--- config.mk ---
export PLATFORM = sky130hd
export DESIGN_NAME = tree_entry_stream_parser_core_flat
export DESIGN_NICKNAME = d
export VERILOG_FILES = /design/src/rtl/tep_pkg.sv /design/src/rtl/tep_if.sv /design/src/rtl/tep_parse.sv /design/src/rtl/tep_drain.sv /design/src/rtl/tree_entry_stream_parser_core.sv /design/src/flat_wrapper.sv
export SDC_FILE = /design/constraint.sdc
export NUM_CORES = 1
export LEC_CHECK = 0
export ABC_AREA = 1
export BUFFER_PORTS_ARGS = -buffer_cell sky130_fd_sc_hd__buf_4
export CAP_MARGIN = 30
export CORE_UTILIZATION = 30
export CTS_CLUSTER_DIAMETER = 200
export DETAILED_ROUTE_END_ITERATION = 10
export SLEW_MARGIN = 20
export SYNTH_ARGS = -nofsm -noshare
export SYNTH_HDL_FRONTEND = slang
export SYNTH_HIERARCHICAL = 1
export SYNTH_SLANG_ARGS = --single-unit
--- constraint.sdc ---
create_clock -name clock -period 23.7 [get_ports clock]
set_input_delay 4.74 -clock clock [delete_from_list [all_inputs] [get_ports clock]]
set_output_delay 4.74 -clock clock [all_outputs]
set_load 0.005 [all_outputs]
--- src/rtl/tep_pkg.sv ---
// Shared types and constants for the tree entry stream parser.
package tep_pkg;

   localparam int MAX_ENTRIES = 128;
   localparam int HASH_BYTES  = 32;
   localparam int NAME_BYTES  = 256;
   localparam int MODE_LIMIT  = 16;

   localparam logic [7:0] CHAR_SPACE = 8'h20;
   localparam logic [7:0] CHAR_NUL   = 8'h00;

   localparam int SLOTS = 3;

   typedef enum logic [4:0] {
      PH_MODE = 5'b00001,
      PH_NAME = 5'b00010,
      PH_HASH = 5'b00100,
      PH_FULL = 5'b01000,
      PH_ERR  = 5'b10000
   } phase_type;

   typedef enum logic [2:0] {
      K_NAME  = 3'd0,
      K_HASH  = 3'd1,
      K_ENTRY = 3'd2,
      K_OK    = 3'd3,
      K_ERR   = 3'd4
   } kind_type;

   typedef struct packed {
      logic [2:0]  kind;
      logic [7:0]  byte_value;
      logic [31:0] entry_mode;
      logic [7:0]  entry_number;
      logic [7:0]  field_offset;
      logic        last_result;
   } result_type;

   typedef struct packed {
      result_type [SLOTS-1:0] slot;
      logic [1:0]             count;
   } bundle_type;

endpackage

--- src/rtl/tep_if.sv ---
// Valid/ready channel interfaces for the parser's input bytes and results.
interface tep_req_if;
   logic       valid;
   logic       ready;
   logic [7:0] data_byte;
   logic       end_of_buffer;

   modport source (output valid, output data_byte, output end_of_buffer, input ready);
   modport sink (input valid, input data_byte, input end_of_buffer, output ready);
endinterface

interface tep_rsp_if;
   logic        valid;
   logic        ready;
   logic [2:0]  kind;
   logic [7:0]  byte_value;
   logic [31:0] entry_mode;
   logic [7:0]  entry_number;
   logic [7:0]  field_offset;
   logic        last_result;

   modport source (output valid, output kind, output byte_value, output entry_mode,
                   output entry_number, output field_offset, output last_result,
                   input ready);
   modport sink (input valid, input kind, input byte_value, input entry_mode,
                 input entry_number, input field_offset, input last_result,
                 output ready);
endinterface

--- src/rtl/tep_parse.sv ---
// Parse state and per-byte decode into a bundle of up to three results.
module tep_parse (
   input  logic                 clock,
   input  logic                 reset,
   input  logic                 accept,
   input  logic [7:0]           data_byte,
   input  logic                 end_of_buffer,
   output tep_pkg::bundle_type  bundle
);

   tep_pkg::phase_type phase_ff, phase_in;
   logic [31:0]        acc_ff, acc_in;
   logic               stop_ff, stop_in;
   logic [7:0]         len_ff, len_in;
   logic [7:0]         done_ff, done_in;

   logic [8:0] len_plus;
   logic [8:0] done_plus;
   logic       is_digit;
   logic       ok;
   logic [1:0] n;

   assign len_plus  = {1'b0, len_ff} + 9'd1;
   assign done_plus = {1'b0, done_ff} + 9'd1;
   assign is_digit  = (data_byte[7:3] == 5'b00110);

   always_comb begin
      phase_in = phase_ff;
      acc_in   = acc_ff;
      stop_in  = stop_ff;
      len_in   = len_ff;
      done_in  = done_ff;
      bundle   = '0;
      n        = 2'd0;
      ok       = 1'b0;

      case (phase_ff)
         tep_pkg::PH_MODE: begin
            if (data_byte == tep_pkg::CHAR_SPACE) begin
               phase_in = tep_pkg::PH_NAME;
               len_in   = 8'd0;
            end else if (len_plus >= 9'(tep_pkg::MODE_LIMIT)) begin
               phase_in = tep_pkg::PH_ERR;
            end else begin
               if (!stop_ff && is_digit) begin
                  acc_in = {acc_ff[28:0], data_byte[2:0]};
               end else begin
                  stop_in = 1'b1;
               end
               len_in = len_plus[7:0];
            end
         end
         tep_pkg::PH_NAME: begin
            if (data_byte == tep_pkg::CHAR_NUL) begin
               phase_in = tep_pkg::PH_HASH;
               len_in   = 8'd0;
            end else if (len_plus >= 9'(tep_pkg::NAME_BYTES)) begin
               phase_in = tep_pkg::PH_ERR;
            end else begin
               bundle.slot[0].kind         = tep_pkg::K_NAME;
               bundle.slot[0].byte_value   = data_byte;
               bundle.slot[0].entry_number = done_ff;
               bundle.slot[0].field_offset = len_ff;
               n      = 2'd1;
               len_in = len_plus[7:0];
            end
         end
         tep_pkg::PH_HASH: begin
            bundle.slot[0].kind         = tep_pkg::K_HASH;
            bundle.slot[0].byte_value   = data_byte;
            bundle.slot[0].entry_number = done_ff;
            bundle.slot[0].field_offset = len_ff;
            n      = 2'd1;
            len_in = len_plus[7:0];
            if (len_plus >= 9'(tep_pkg::HASH_BYTES)) begin
               bundle.slot[1].kind         = tep_pkg::K_ENTRY;
               bundle.slot[1].entry_mode   = acc_ff;
               bundle.slot[1].entry_number = done_ff;
               n       = 2'd2;
               done_in = done_plus[7:0];
               acc_in  = 32'd0;
               stop_in = 1'b0;
               len_in  = 8'd0;
               phase_in = (done_plus >= 9'(tep_pkg::MAX_ENTRIES)) ? tep_pkg::PH_FULL
                                                                   : tep_pkg::PH_MODE;
            end
         end
         default: begin
         end
      endcase

      if (end_of_buffer) begin
         ok = (phase_in == tep_pkg::PH_FULL) ||
              ((phase_in == tep_pkg::PH_MODE) && (len_in == 8'd0));
         bundle.slot[n].kind         = ok ? tep_pkg::K_OK : tep_pkg::K_ERR;
         bundle.slot[n].entry_number = done_in;
         n        = n + 2'd1;
         phase_in = tep_pkg::PH_MODE;
         acc_in   = 32'd0;
         stop_in  = 1'b0;
         len_in   = 8'd0;
         done_in  = 8'd0;
      end

      if (n != 2'd0) begin
         bundle.slot[n - 2'd1].last_result = 1'b1;
      end
      bundle.count = n;
   end

   always_ff @(posedge clock) begin
      if (reset) begin
         phase_ff <= tep_pkg::PH_MODE;
         acc_ff   <= 32'd0;
         stop_ff  <= 1'b0;
         len_ff   <= 8'd0;
         done_ff  <= 8'd0;
      end else if (accept) begin
         phase_ff <= phase_in;
         acc_ff   <= acc_in;
         stop_ff  <= stop_in;
         len_ff   <= len_in;
         done_ff  <= done_in;
      end
   end

endmodule

--- src/rtl/tep_drain.sv ---
// Result register for one bundle; one result leaves per cycle while rsp_ready.
module tep_drain (
   input  logic                 clock,
   input  logic                 reset,
   input  logic                 load,
   input  tep_pkg::bundle_type  load_data,
   input  logic                 rsp_ready,
   output logic                 rsp_valid,
   output tep_pkg::result_type  rsp_data,
   output logic                 free
);

   tep_pkg::bundle_type bundle_ff, bundle_in;
   logic [1:0]          idx_ff, idx_in;
   logic                valid_ff, valid_in;

   assign rsp_data  = bundle_ff.slot[idx_ff];
   assign rsp_valid = valid_ff;
   assign free      = !valid_ff || (rsp_ready && rsp_data.last_result);

   always_comb begin
      bundle_in = bundle_ff;
      idx_in    = idx_ff;
      valid_in  = valid_ff;
      if (valid_ff && rsp_ready && !rsp_data.last_result) begin
         idx_in = idx_ff + 2'd1;
      end
      if (free) begin
         valid_in = load;
         idx_in   = 2'd0;
         if (load) begin
            bundle_in = load_data;
         end
      end
   end

   always_ff @(posedge clock) begin
      if (reset) begin
         valid_ff <= 1'b0;
         idx_ff   <= 2'd0;
      end else begin
         valid_ff <= valid_in;
         idx_ff   <= idx_in;
      end
   end

   always_ff @(posedge clock) begin
      bundle_ff <= bundle_in;
   end

endmodule

--- src/rtl/tree_entry_stream_parser_core.sv ---
// Top level of the tree entry stream parser.
//
//  channel  | dir | handshake          | payload
//  req_ch   | in  | valid/ready        | data_byte, end_of_buffer
//  rsp_ch   | out | valid/ready        | kind, byte_value, entry_mode, entry_number,
//           |     |                    | field_offset, last_result
//
// A byte is decoded in the cycle it is taken; its results (one to three, or none)
// land in the result register the next cycle and leave one per cycle while rsp_ch
// is ready. One byte per cycle while each byte yields at most one result and rsp_ch
// is ready; otherwise req_ch.ready stays low until the byte's last result is taken.
// Reset returns the parser to the start of a buffer and empties the result register.
// rsp_ch stalls hold the current result and back-pressure req_ch.
module tree_entry_stream_parser_core (
   input logic       clock,
   input logic       reset,
   tep_req_if.sink   req_ch,
   tep_rsp_if.source rsp_ch
);

   tep_pkg::bundle_type bundle;
   tep_pkg::result_type rsp_data;
   logic                free;
   logic                accept;

   assign req_ch.ready = free;
   assign accept       = req_ch.valid && free;

   tep_parse u_parse (
      .clock         (clock),
      .reset         (reset),
      .accept        (accept),
      .data_byte     (req_ch.data_byte),
      .end_of_buffer (req_ch.end_of_buffer),
      .bundle        (bundle)
   );

   tep_drain u_drain (
      .clock     (clock),
      .reset     (reset),
      .load      (accept && (bundle.count != 2'd0)),
      .load_data (bundle),
      .rsp_ready (rsp_ch.ready),
      .rsp_valid (rsp_ch.valid),
      .rsp_data  (rsp_data),
      .free      (free)
   );

   assign rsp_ch.kind         = rsp_data.kind;
   assign rsp_ch.byte_value   = rsp_data.byte_value;
   assign rsp_ch.entry_mode   = rsp_data.entry_mode;
   assign rsp_ch.entry_number = rsp_data.entry_number;
   assign rsp_ch.field_offset = rsp_data.field_offset;
   assign rsp_ch.last_result  = rsp_data.last_result;

endmodule
--- src/flat_wrapper.sv ---
// flat-port wrapper written by rule: the top's interface ports become plain ports
module tree_entry_stream_parser_core_flat 
  (clock, reset, req_ch_valid, req_ch_data_byte, req_ch_end_of_buffer, req_ch_ready, rsp_ch_valid, rsp_ch_kind, rsp_ch_byte_value, rsp_ch_entry_mode, rsp_ch_entry_number, rsp_ch_field_offset, rsp_ch_last_result, rsp_ch_ready);
  tep_req_if req_ch_i ();
  tep_rsp_if rsp_ch_i ();
  input logic clock;
  input logic reset;
  input wire logic [$bits(req_ch_i.valid)-1:0] req_ch_valid;
  input wire logic [$bits(req_ch_i.data_byte)-1:0] req_ch_data_byte;
  input wire logic [$bits(req_ch_i.end_of_buffer)-1:0] req_ch_end_of_buffer;
  output wire logic [$bits(req_ch_i.ready)-1:0] req_ch_ready;
  output wire logic [$bits(rsp_ch_i.valid)-1:0] rsp_ch_valid;
  output wire logic [$bits(rsp_ch_i.kind)-1:0] rsp_ch_kind;
  output wire logic [$bits(rsp_ch_i.byte_value)-1:0] rsp_ch_byte_value;
  output wire logic [$bits(rsp_ch_i.entry_mode)-1:0] rsp_ch_entry_mode;
  output wire logic [$bits(rsp_ch_i.entry_number)-1:0] rsp_ch_entry_number;
  output wire logic [$bits(rsp_ch_i.field_offset)-1:0] rsp_ch_field_offset;
  output wire logic [$bits(rsp_ch_i.last_result)-1:0] rsp_ch_last_result;
  input wire logic [$bits(rsp_ch_i.ready)-1:0] rsp_ch_ready;
  assign req_ch_i.valid = req_ch_valid;
  assign req_ch_i.data_byte = req_ch_data_byte;
  assign req_ch_i.end_of_buffer = req_ch_end_of_buffer;
  assign req_ch_ready = req_ch_i.ready;
  assign rsp_ch_valid = rsp_ch_i.valid;
  assign rsp_ch_kind = rsp_ch_i.kind;
  assign rsp_ch_byte_value = rsp_ch_i.byte_value;
  assign rsp_ch_entry_mode = rsp_ch_i.entry_mode;
  assign rsp_ch_entry_number = rsp_ch_i.entry_number;
  assign rsp_ch_field_offset = rsp_ch_i.field_offset;
  assign rsp_ch_last_result = rsp_ch_i.last_result;
  assign rsp_ch_i.ready = rsp_ch_ready;
  tree_entry_stream_parser_core u_core (.clock(clock), .reset(reset), .req_ch(req_ch_i), .rsp_ch(rsp_ch_i));
endmodule
==> Word level (Yosys, flattened, before mapping) <==
Index checks and enable logic that the tools add are counted.
W data, S select, Z words.
{ "word_totals": {"wordCells": 132, "regBits": 237} }
{ "op_classes": {"n_lt_le_gt_ge": 9, "add_sub_neg": 5, "muxes": 59, "eq_ne": 12, "reduce_logical": 22} }
{ "ops": {"columns": ["cell", "n"], "rows": [
  ["$bwmux W180", 3],
  ["$demux W60 S2", 3],
  ["$mux W180", 2],
  ["$mux W32", 5],
  ["$bmux W60 S2", 1],
  ["$mux W60", 2],
  ["$mux W8", 11],
  ["$mux W40", 2],
  ["$pmux W32 S2", 1],
  ["$mux W16", 2],
  ["$pmux W16 S2", 1],
  ["$mux W5", 6],
  ["$pmux W8 S3", 1],
  ["$add A8 B1 Y9 const B", 2],
  ["$pmux W9 S2", 1],
  ["$mux W17", 1],
  ["$logic_not A8 Y1", 2],
  ["$ne A3 B3 Y1 const B", 5],
  ["$pmux W5 S3", 1],
  ["$reduce_and A6 Y1", 2],
  ["$eq A5 B1 Y1 const B", 2],
  ["$eq A5 B3 Y1 const B", 2],
  ["$ge A9 B5 Y1 const B", 1],
  ["$ge A9 B6 Y1 const B", 1],
  ["other kinds (22)", 47]
]} }

==> Logic depth before layout (Yosys ltp) <==
Gate-level depths: netlist (run 1).
{ "logic_depth": {"depth_word": 14, "mapped_depth": 18, "depth_no_buf": 18} }

==> Hierarchy <==
The synthesis (run 1) kept the hierarchy.
{ "by_module_without_submodules": {"columns": ["mod", "seq_area_each_um2", "n_inst", "cells_per_inst", "area_per_inst_um2"], "rows": [
  ["tep_drain", 5465.2, 1, 485, 6989.2],
  ["tep_parse", 1081.0, 1, 663, 4439.3],
  ["tree_entry_stream_parser_core", 0.0, 1, 4, 15.0]
]} }

==> Worst setup path after synthesis (run 1) <==
Ideal clock, no wire load.
{ "synth_path": {"path_type": "in2reg", "from": "input req_ch_data_byte[2]", "to": "register u_core/u_drain/bundle_ff[100] (netlist bit) (enable)", "setup_ns": 0.780, "arrival_time_ns": 14.641, "stages": 14, "setup_slack_ns": 8.279, "path_cell_list": "nor3_1 > nand4_1 > nand2_1 > inv_1 > nand2_1 > nand2_2 > inv_1 > ha_1 > a21oi_1 > inv_1 > nor2_1 > nor2_1 > inv_1 > a21oi_1"} }
{ "synth_lines": {"columns": ["item", "line", "source"], "rows": [
  ["start: declaration", "flat_wrapper.sv:9", "input wire logic [$bits(req_ch_i.data_byte)-1:0] req_ch_data_byte;"],
  ["end signal: assignment", "tep_drain.sv:48", "bundle_ff <= bundle_in;"],
  ["end: declaration", "tep_drain.sv:13", "tep_pkg::bundle_type bundle_ff, bundle_in;"]
]} }

==> Worst setup path after layout (run 1) <==
{ "layout_path": {"from": "input rsp_ch_ready", "to": "output req_ch_ready"} }
{ "layout_between": {"elab_chain_cells": 2} }
{ "layout_lines": {"columns": ["item", "line", "source"], "rows": [
  ["start: declaration", "flat_wrapper.sv:19", "input wire logic [$bits(rsp_ch_i.ready)-1:0] rsp_ch_ready;"],
  ["$logic_and A1 B1 Y1", "tep_drain.sv:19", "assign free = !valid_ff || (rsp_ready && rsp_data.last_result);"],
  ["$logic_or A1 B1 Y1", "tep_drain.sv:19", null],
  ["end: declaration", "flat_wrapper.sv:11", "output wire logic [$bits(req_ch_i.ready)-1:0] req_ch_ready;"]
]} }
No other way between the ends.

==> impl_metrics.json, run 1 <==
{
  "fp-row-count": 71,
  "crit_path_cell_trace": "buf_4 -> nand2_2 -> nand2_1 -> buf_4",
  "synth-edff-count": 180,
  "root_buffer": "clkbuf_16",
  "postCtsSetupRepairBufs": 0,
  "antenna_left": 0,
  "r2r_slack_ns": 19.08,
  "drtIter0Drc": 475,
  "vias": 7646,
  "grt_max_degree": 124,
  "fin_crit_ns": 10.09,
  "clk_pin_slew_worst_paths_ns": 0.06,
  "wl_met3_microns": 1570,
  "grt_pass1_vias": 7520,
  "syn2layout_area_growth_pct": 12.2,
  "end_kind": "primary output",
  "slew_violations": 0,
  "io-pin-count": 75,
  "r2r_cells": 18,
  "p_seq_share_pct": 52.0,
  "design_area_sq_um": 12800,
  "post_drt_wl_per_cell_microns": 14.2,
  "clock_path_buffers": 3,
  "p_switching_mw": 0.204,
  "routed_wl_microns": 24500,
  "irDropWorstVdd_v": 0.0000394,
  "ys_seq_area_share_pct": 57.2,
  "worstMarginPinSlew_ns": 0.880,
  "cts_tree": "yes",
  "cpMaxStageDelayCell": "buf_4",
  "synth_area_sq_um": 11400,
  "cts_resized": 0,
  "highest_layer": "met5",
  "fp.coreArea_sq_um": 37600,
  "start_util_pct": 30.5,
  "crit_top_cell": "buf_4",
  "crit_required_ns": 18.96,
  "p_int_mw": 0.709,
  "cts.sinks": 237,
  "hold_ws_ns": 0.473,
  "gr-total-overflow": 0,
  "netlist_instances": 1152,
  "post-route-drc-count": 2,
  "cpPeakStageDelay_ns": 0.20,
  "ys_ff_latch": 237,
  "nets": 1220,
  "cp-start-kind": "primary input",
  "final.setup.tns_ns": 0,
  "slew_headroom_pct": 41.3,
  "met1_length_microns": 10800,
  "cts_hold_buffers": 0,
  "gp_congestion": 0.867,
  "port-buffer-count": 74,
  "viasPerCell": 4.43,
  "yosysWarnings": 6,
  "async_flop_share_pct": 0,
  "crit_fanout": 3,
  "fmax_mhz": 99.1,
  "setup_viol": 0,
  "r2r_end": "u_core/u_drain/bundle_ff[28]",
  "pre_cts_ws_ns": 13.60,
  "drive_above_1_share_pct": 14.8,
  "grt_pass1_wl_microns": 39200,
  "hold_violations": 0,
  "maxCapViolCount": 0,
  "r2r_start": "u_core/u_parse/len_ff[0]",
  "finalWorstSetupSlack_ns": 13.61,
  "dp.final_hpwl_microns": 14700,
  "pwr-share-clk_pct": 41.2,
  "worstPathArrival_ns": 5.35,
  "cp_top_family": "buffers and inverters",
  "fp.dieH_microns": 197,
  "failed_checks": "design-rule violations",
  "powerDensity_nw_per_um2": 71.1,
  "worstSetupStartpoint": "rsp_ch_ready",
  "dr.pass1.iters": 8,
  "crit_buf_inv": 2,
  "synth.avg_cell_area_sq_um": 9.93,
  "period_share_pct": 42.6,
  "critical_path_class": "primary input to primary output",
  "critPathCapture": "req_ch_ready",
  "combPwrFrac_pct": 6.8,
  "clk_latency_ns": 0.52,
  "yosys.cell_types.count": 42,
  "met2_length_microns": 11700,
  "cts_made_buffers": 24,
  "hp-class": "flop to flop",
  "h-tree-depth": 1,
  "cp_num_cells": 4,
  "switching_share_pct": 22.3,
  "grtUsageTotal_pct": 12.6,
  "finalPower_mw": 0.912,
  "fp.dieW_microns": 197,
  "outcome": "finished with violations",
  "antenna_cells": 0,
  "rsz0062_at_grt": "false",
  "antenna_found_initial": 1,
  "placed_area_sq_um": 12000,
  "die_area_sq_um": 38900,
  "synth-main-ff-cell": "edfxtp_1",
  "p_leak_nw": 4.73,
  "fin_skew_ns": 0.0147
}
[flip-flops by register name, indices dropped and copies added, names as in the netlist]
register / cells
u_core/u_parse/acc_ff: 32
u_core/u_drain/rsp_valid: 1
u_core/u_drain/bundle_ff: 180
u_core/u_parse/phase_ff: 5
u_core/u_parse/len_ff: 8
u_core/u_parse/stop_ff: 1
u_core/u_drain/idx_ff: 2
u_core/u_parse/done_ff: 8
[cells in the final DEF, fill, tap and decap left out, drive strengths merged]
cell type	n
buf	82
or2	3
nor3	3
o21ai	143
clkbuf	34
clkinvlp	1
a31oi	1
clkinv	9
nor2	155
bufinv	1
dfxtp	57
nand3	98
ha	9
xor2	6
edfxtp	180
and2	1
a211oi	32
o211ai	1
o22ai	10
nor4	1
inv	103
conb	96
o31ai	3
a21oi	56
nand4	9
o21bai	1
nand2	121
[power by group through the flow]
stage | combinational, mW | clock, mW | sequential (mW)
2_1_floorplan | 0.0519 | 0 | 0.488
3_3_place_gp | 0.0597 | 0 | 0.483
3_5_place_dp | 0.0605 | 0 | 0.484
4_1_cts | 0.0608 | 0.388 | 0.475
5_1_grt | 0.0693 | 0.402 | 0.477
6_report | 0.0619 | 0.376 | 0.475
[stage by stage]
step           std cells  util (%)
2_1_floorplan       1247         -
3_3_place_gp        1680      31.8
3_5_place_dp        1680      31.8
4_1_cts             1724      33.9
5_1_grt             1727      34.2
6_report            1727      34.2
[worst register-to-register path, cell delays in order, from the launching register on]
cell and delay, ns:
dfxtp_1 0.47, ha_1 0.24, nand2_1 0.07, inv_1 0.11, nand3_1 0.22, nand3_2 0.18
nor2_4 0.08, nor2_2 0.32, inv_2 0.43, ha_1 0.45, a21oi_1 0.10, inv_1 0.08
nor2_1 0.05, nor2_1 0.08, inv_1 0.08, a21oi_4 0.12, buf_4 0.51, buf_4 0.37
buf_16 0.31
[worst min path at each step]
stage / cells after the start / slack [ns] / end / start
floorplan: 2 / 0.44 / u_core/u_parse/stop_ff / u_core/u_parse/stop_ff
global placement: 2 / 0.46 / u_core/u_parse/acc_ff[30] / u_core/u_parse/acc_ff[30]
detailed placement: 2 / 0.47 / u_core/u_parse/acc_ff[30] / u_core/u_parse/acc_ff[30]
CTS: 2 / 0.48 / u_core/u_parse/acc_ff[30] / u_core/u_parse/acc_ff[30]
global route: 2 / 0.51 / u_core/u_parse/acc_ff[30] / u_core/u_parse/acc_ff[30]
finish: 2 / 0.47 / u_core/u_parse/acc_ff[30] / u_core/u_parse/acc_ff[30]
[synth_stat cells, types with 2 or more instances]
master | n | area [sq um]
buf_6 | 13 | 146
nand3_4 | 2 | 35.0
buf_2 | 9 | 45.0
nor2_4 | 2 | 22.5
a211oi_2 | 32 | 400
nor2_2 | 3 | 18.8
o22ai_1 | 10 | 62.6
nand3_2 | 3 | 30.0
nand2_2 | 7 | 43.8
clkbuf_1 | 21 | 78.8
inv_1 | 100 | 375
o31ai_1 | 3 | 22.5
edfxtp_1 | 180 | 5410
nand3_1 | 93 | 465
a21oi_1 | 55 | 275
buf_4 | 106 | 796
dfxtp_1 | 57 | 1140
buf_1 | 7 | 26.3
nand4_1 | 9 | 56.3
nor3_1 | 3 | 15.0
o21ai_1 | 52 | 260
nor2_1 | 150 | 563
nand2_1 | 113 | 424
ha_1 | 9 | 113
xor2_1 | 6 | 52.6
o21ai_0 | 91 | 455
[area by class of cell]
| cell class | count | area (sq um) |
|---|---|---|
| Inverter | 104 | 398 |
| Tap cell | 511 | 639 |
| Sequential cell | 237 | 6550 |
| Fill cell | 3804 | 24700 |
| Timing Repair Buffer | 82 | 676 |
| Clock buffer | 34 | 709 |
| Multi-Input combinational cell | 749 | 3780 |
| Clock inverter | 10 | 86.3 |
[cells by family after synthesis]
group	count (synthesis)	synth area share, %
and+or+nand+nor	391	15.0
buffers and inverters	261	13.1
AOI/OAI and AO/OA	247	13.2
DFF	237	57.2
adders and majority gates	9	0.984
xor gates and xnor gates	6	0.459
other	1	0.0328
[metal layers]
metal  vias to the layer above  GRT usage, %
met1                      3603          15.7
met3                        38          3.06
met4                         2          3.27
li1                       3829             -
met5                         -             0
met2                       174          21.7
(Power assumes the default switching activity.)
==> run 2: changes to the inputs <==
--- a/config.mk
+++ b/config.mk
@@ -5,7 +5,7 @@
 export SDC_FILE = /design/constraint.sdc
 export NUM_CORES = 1
 export LEC_CHECK = 0
-export ABC_AREA = 1
+export ABC_AREA = 0
 export BUFFER_PORTS_ARGS = -buffer_cell sky130_fd_sc_hd__buf_4
 export CAP_MARGIN = 30
 export CORE_UTILIZATION = 30
==> constraint.sdc (replaced) <==
create_clock -name clock -period 9.65 [get_ports clock]
set_input_delay 1.93 -clock clock [delete_from_list [all_inputs] [get_ports clock]]
set_output_delay 1.93 -clock clock [all_outputs]
set_load 0.005 [all_outputs]
==> impl_metrics.json, run 2 <==
{
  "h-tree-depth": 1,
  "cts_made_buffers": 26,
  "final_common_cell": "edfxtp_1",
  "hold_violations": 0,
  "fp.dieW_microns": 197,
  "synth-edff-count": 180,
  "antenna_found_initial": 2,
  "postCtsSetupRepairBufs": 0,
  "yosys-top-cells-count": "edfxtp_1 (180), buf_4 (99), nand2_1 (92), nor2_1 (80), mux2i_1 (62)",
  "yosysWarnings": 6,
  "yosys.cell_types.count": 75,
  "final_cells": 1596,
  "slew_violations": 0,
  "end_kind": "flop",
  "routed_wl_microns": 25200,
  "synth.avg_cell_area_sq_um": 11.2,
  "ys_seq_area_share_pct": 57.4,
  "fp-row-count": 71,
  "period_share_pct": 54.0,
  "viasPerCell": 4.54,
  "final_cell_mix": "edfxtp_1 (180), conb_1 (96), nand2_1 (92)",
  "outcome": "finished clean",
  "post-route-drc-count": 0,
  "netlist_instances": 1020,
  "worstMarginPinSlew_ns": 1.12,
  "worstPathArrival_ns": 5.26,
  "yosys-top-cells-area": "edfxtp_1 (47%), dfxtp_1 (10%), buf_4 (6.5%)",
  "clk_latency_ns": 0.54,
  "crit_fanout": 165,
  "gr-total-overflow": 0,
  "netlist.top_cell.by_area": "edfxtp_1",
  "synth_top_area_share_pct": 47.4,
  "fmax_mhz": 192,
  "grtUsageTotal_pct": 13.1,
  "hp-class": "flop to flop",
  "dp_cells": 1547,
  "cts_hold_buffers": 0,
  "largest-register": "u_core/u_drain/bundle_ff",
  "fin_crit_ns": 5.21,
  "irDropWorstVdd_v": 0.000113,
  "gp_congestion": 0.868,
  "root_buffer": "clkbuf_16",
  "slew_headroom_pct": 25.5,
  "start_util_pct": 30.3,
  "yosysMostFrequentCell": "edfxtp_1",
  "maxCapViolCount": 0,
  "reg_top3": "u_core/u_drain/bundle_ff x180, u_core/u_parse/acc_ff x32",
  "fp.dieH_microns": 197,
  "p_leak_nw": 4.57,
  "ys_ff_latch": 237,
  "clk_pin_slew_worst_paths_ns": 0.06,
  "drive_above_1_share_pct": 13.7,
  "synth_area_sq_um": 11400,
  "crit_required_ns": 9.70,
  "fp.coreArea_sq_um": 37600,
  "drtIter0Drc": 675,
  "critical_path_class": "primary input to flop",
  "antenna_left": 0,
  "port-buffer-count": 74,
  "clock_path_buffers": 3,
  "dp.final_hpwl_microns": 16300,
  "nets": 1086,
  "setup_viol": 0,
  "cts.sinks": 237,
  "grt_pass1_wl_microns": 39700,
  "largest_reg_flops": 180,
  "die_area_sq_um": 38800,
  "cp-start-kind": "primary input",
  "dr.pass1.iters": 5,
  "fin_skew_ns": 0.0160,
  "final.setup.tns_ns": 0,
  "grt_max_degree": 166,
  "cts_resized": 0,
  "post_drt_wl_per_cell_microns": 15.8,
  "io-pin-count": 75,
  "cts_tree": "yes",
  "async_flop_share_pct": 0,
  "synth-main-ff-cell": "edfxtp_1",
  "syn2layout_area_growth_pct": 12.8,
  "vias": 7252,
  "powerDensity_nw_per_um2": 175,
  "rsz0062_at_grt": "false",
  "grt_pass1_vias": 6912
}
==> run 2: path summary, 6_finish.rpt <==
check | depth (start not counted) | endpoint | startpoint | slack [ns]
worst max-delay path | 12 | u_core/u_drain/bundle_ff[174] | req_ch_data_byte[5] | 4.44
worst min-delay path | 1 | u_core/u_parse/stop_ff | u_core/u_parse/stop_ff | 0.50
worst max register to register | 12 | u_core/u_drain/bundle_ff[174] | u_core/u_parse/len_ff[0] | 5.02
worst min register to register | 1 | u_core/u_parse/stop_ff | u_core/u_parse/stop_ff | 0.50
==> run 2: final cells by class <==
type	instances	area, sq um
well taps	511	639
repair buffers	81	633
flip-flops and latches	237	6550
inverters	20	77.6
fillers	3757	24700
diodes	1	2.50
clock buffers	37	743
multi-input cells	698	4100
clock inverters	11	113
==> run 2: power by group <==
group / switching, mW / internal, mW / total [mW]
clock network: 0.401 / 0.568 / 0.969
logic: 0.0865 / 0.0455 / 0.132
registers: 0.0123 / 1.14 / 1.15
total: 0.500 / 1.75 / 2.25
==> run 2: logic make-up (layout without fill, tap and decap cells) <==
kind of cell               Yosys count  count (layout)  share of synthesized area, %
DFF                                237             237                          57.4
other                                1              97                        0.0329
xor gates and xnor gates            11              11                         0.845
muxes                               66              66                          5.87
AOI/OAI and AO/OA                  197             197                          11.0
buffers and inverters              180             149                          9.85
adders and majority gates            9               9                         0.988
and+or+nand+nor                    319             319                          14.0
==> run 2: worst max-delay path, cell delays in order <==
cell and delay (ns):
buf_4 0.13, nor4_1 0.48, a211oi_2 0.21, and2_1 0.23, a21oi_1 0.40, ha_1 0.32
nand2_1 0.06, a21boi_0 0.31, inv_1 0.10, o211a_1 0.26, and2_4 0.22, buf_12 0.24
==> run 2: stage by stage <==
stage	setup slack [ns]	hold slack [ns]	utilization (%)	power, mW	instance area (sq um)
after global routing	4.37	0.520	34.2	2.33	12900
after detailed placement	4.11	0.491	31.9	1.30	12000
final	4.44	0.501	34.2	2.25	12900
after CTS	4.64	0.505	34.2	2.28	12900
after floorplan	1.40	0.471	-	1.28	11800
after global placement	4.28	0.486	31.9	1.30	12000
==> run 2: metal layers <==
metal / share of wire, % / global-route usage [%] / up-vias
li1: - / - / 3572
met1: 49 / 19.2 / 3457
met2: 44 / 20.0 / 195
met3: 5.8 / 2.05 / 28
met4: 1.4 / 3.07 / 0
met5: 0 / 0 / -
==> run 3: changes to the inputs <==
--- a/config.mk
+++ b/config.mk
@@ -5,7 +5,7 @@
 export SDC_FILE = /design/constraint.sdc
 export NUM_CORES = 1
 export LEC_CHECK = 0
-export ABC_AREA = 0
+export ABC_AREA = 1
 export BUFFER_PORTS_ARGS = -buffer_cell sky130_fd_sc_hd__buf_4
 export CAP_MARGIN = 30
 export CORE_UTILIZATION = 30
==> constraint.sdc (replaced) <==
create_clock -name clock -period 4.4 [get_ports clock]
set_input_delay 0.88 -clock clock [delete_from_list [all_inputs] [get_ports clock]]
set_output_delay 0.88 -clock clock [all_outputs]
set_load 0.005 [all_outputs]
==> impl_metrics.json, run 3 (synthesized netlist as in run 1, its figures left out) <==
{
  "outcome": "finished clean",
  "syn2layout_area_growth_pct": 12.8,
  "gp_congestion": 0.879,
  "hold_violations": 0,
  "cts.sinks": 237,
  "switching_share_pct": 22.3,
  "nFillCells": 3786,
  "worstPathArrival_ns": 3.71,
  "irDropWorstVdd_v": 0.000163,
  "final_common_cell": "edfxtp_1",
  "fp.dieH_microns": 197,
  "largest-register": "u_core/u_drain/bundle_ff",
  "cpMaxStageDelayCell": "inv_2",
  "p_leak_nw": 4.73,
  "vias": 7684,
  "h-tree-depth": 1,
  "r2r_slack_ns": 0.85,
  "p_int_mw": 3.87,
  "period_share_pct": 80.8,
  "die_area_sq_um": 38900,
  "reg_top3": "u_core/u_drain/bundle_ff x180, u_core/u_parse/acc_ff x32",
  "routed_wl_microns": 25200,
  "cts_made_buffers": 25,
  "p_switching_mw": 1.11,
  "postCtsSetupRepairBufs": 0,
  "fmax_mhz": 281,
  "drtIter0Drc": 562,
  "whs_path_depth": 2,
  "grtUsageTotal_pct": 13.0,
  "crit_top_cell": "nand2_1",
  "hp-class": "flop to flop",
  "finalPower_mw": 4.98,
  "cts_hold_buffers": 0,
  "fp.coreArea_sq_um": 37600,
  "p_seq_share_pct": 51.3,
  "post-route-drc-count": 0,
  "start_util_pct": 30.5,
  "root_buffer": "clkbuf_16",
  "nets": 1224,
  "clock_path_buffers": 3,
  "crit_required_ns": 4.55,
  "design_area_sq_um": 12900,
  "combPwrFrac_pct": 6.7,
  "end_kind": "flop",
  "worstMarginPinSlew_ns": 0.855,
  "hp-start": "u_core/u_parse/acc_ff[31]",
  "drive_above_1_share_pct": 16.1,
  "dr.pass1.iters": 7,
  "fp-row-count": 71,
  "crit_fanout": 103,
  "maxCapViolCount": 0,
  "cts_tree": "yes",
  "grt_pass1_wl_microns": 40200,
  "fp.dieW_microns": 197,
  "crit_buf_inv": 4,
  "final_cell_mix": "edfxtp_1 (180), nor2_1 (149), nand2_1 (111)",
  "gr-total-overflow": 0,
  "final_core_util_pct": 34.4,
  "dp.final_hpwl_microns": 15600,
  "antenna_cells": 0,
  "r2r_end": "u_core/u_drain/bundle_ff[121]",
  "pwr-share-clk_pct": 41.9,
  "hold_ws_ns": 0.476,
  "r2r_cells": 16,
  "clk_latency_ns": 0.53,
  "cp-start-kind": "flop",
  "io-pin-count": 75,
  "hold_path_end": "u_core/u_parse/acc_ff[31]",
  "cpPeakStageDelay_ns": 0.58,
  "cts_resized": 0,
  "antenna_left": 0,
  "cp_top_family": "buffers and inverters",
  "largest_reg_flops": 180,
  "grt_max_degree": 104,
  "fin_crit_ns": 3.55,
  "port-buffer-count": 74,
  "grt_pass1_vias": 7517,
  "slew_violations": 0,
  "viasPerCell": 4.44,
  "critical_path_class": "flop to flop",
  "fin_skew_ns": 0.0153,
  "r2r_start": "u_core/u_parse/len_ff[2]",
  "placed_area_sq_um": 12100,
  "rsz0062_at_grt": "false",
  "crit_path_cell_trace": "nand2_1 -> nor2_2 -> nand2_1 -> nand2_1 -> nand3_2 -> nor2_4 -> nor2_4 -> inv_2 -> ha_4 -> a21oi_2 -> inv_1 -> nor2_1 -> nor2_1 -> inv_1 -> a21oi_4 -> buf_12",
  "antenna_found_initial": 0,
  "powerDensity_nw_per_um2": 386,
  "clk_pin_slew_worst_paths_ns": 0.06,
  "post_drt_wl_per_cell_microns": 14.5,
  "slew_headroom_pct": 43.0,
  "setup_viol": 0
}
[run 3: changes by cell type in the layout (fill, tap and decap cells not counted), moves of 33 or more]
cell     delta
nor2_1     +70
and3_1     -33
nor2b_1    -36
a31oi_1    -36
inv_1      +79
mux2i_1    -62
o21ai_0    +61
nand3_1    +72
[run 3: area by class of cell]
cell class / count / area [sq um] / share of cell area (%)
multi-input combinational: 749 / 3830 / 29.7
clock buffer: 37 / 752 / 5.82
inverter: 104 / 398 / 3.08
clock inverter: 8 / 68.8 / 0.533
sequential: 237 / 6560 / 50.8
timing repair buffer: 85 / 663 / 5.14
tap: 511 / 639 / 4.95
[run 3: routing by layer]
layer,track usage [%],vias to the layer above,wire length [microns]
li1,-,3833,-
met1,16.9,3659,11500
met2,21.8,149,11800
met3,2.56,43,1390
met4,3.73,0,546
met5,0,-,0
[run 3: worst max-delay path by stage]
stage	startpoint	depth (start not counted)	end
floorplan	req_ch_data_byte[2]	14	u_core/u_drain/bundle_ff[100]
global placement	u_core/u_parse/len_ff[2]	16	u_core/u_drain/bundle_ff[179]
detailed placement	u_core/u_parse/len_ff[2]	16	u_core/u_drain/bundle_ff[144]
CTS	u_core/u_drain/idx_ff[1]	5	rsp_ch_kind[2]
global route	u_core/u_parse/len_ff[2]	16	u_core/u_drain/bundle_ff[60]
finish	u_core/u_parse/len_ff[2]	16	u_core/u_drain/bundle_ff[121]
[run 3: tightest hold or removal path: cells and delay by family, from the launching register on]
| family | cells | cell delay, ns |
|---|---|---|
| compound gates | 1 | 0.06 |
| buf+inv | 1 | 0.07 |
| flops | 1 | 0.30 |
[run 3: stage by stage]
step,cells,TNS [ns],worst slack (ns)
finish,1731,0,0.847
global route,1731,0,0.555
CTS,1731,0,0.804
detailed placement,1686,0,0.839
global placement,1686,0,0.903
floorplan,1247,-179.58,-0.998
[run 3: power by group through the flow]
stage          Combinational [mW]  Sequential, mW  Clock [mW]
2_1_floorplan               0.281            2.60           0
3_3_place_gp                0.334            2.60           0
3_5_place_dp                0.338            2.60           0
4_1_cts                     0.339            2.56        2.14
5_1_grt                     0.375            2.57        2.23
6_report                    0.334            2.56        2.09
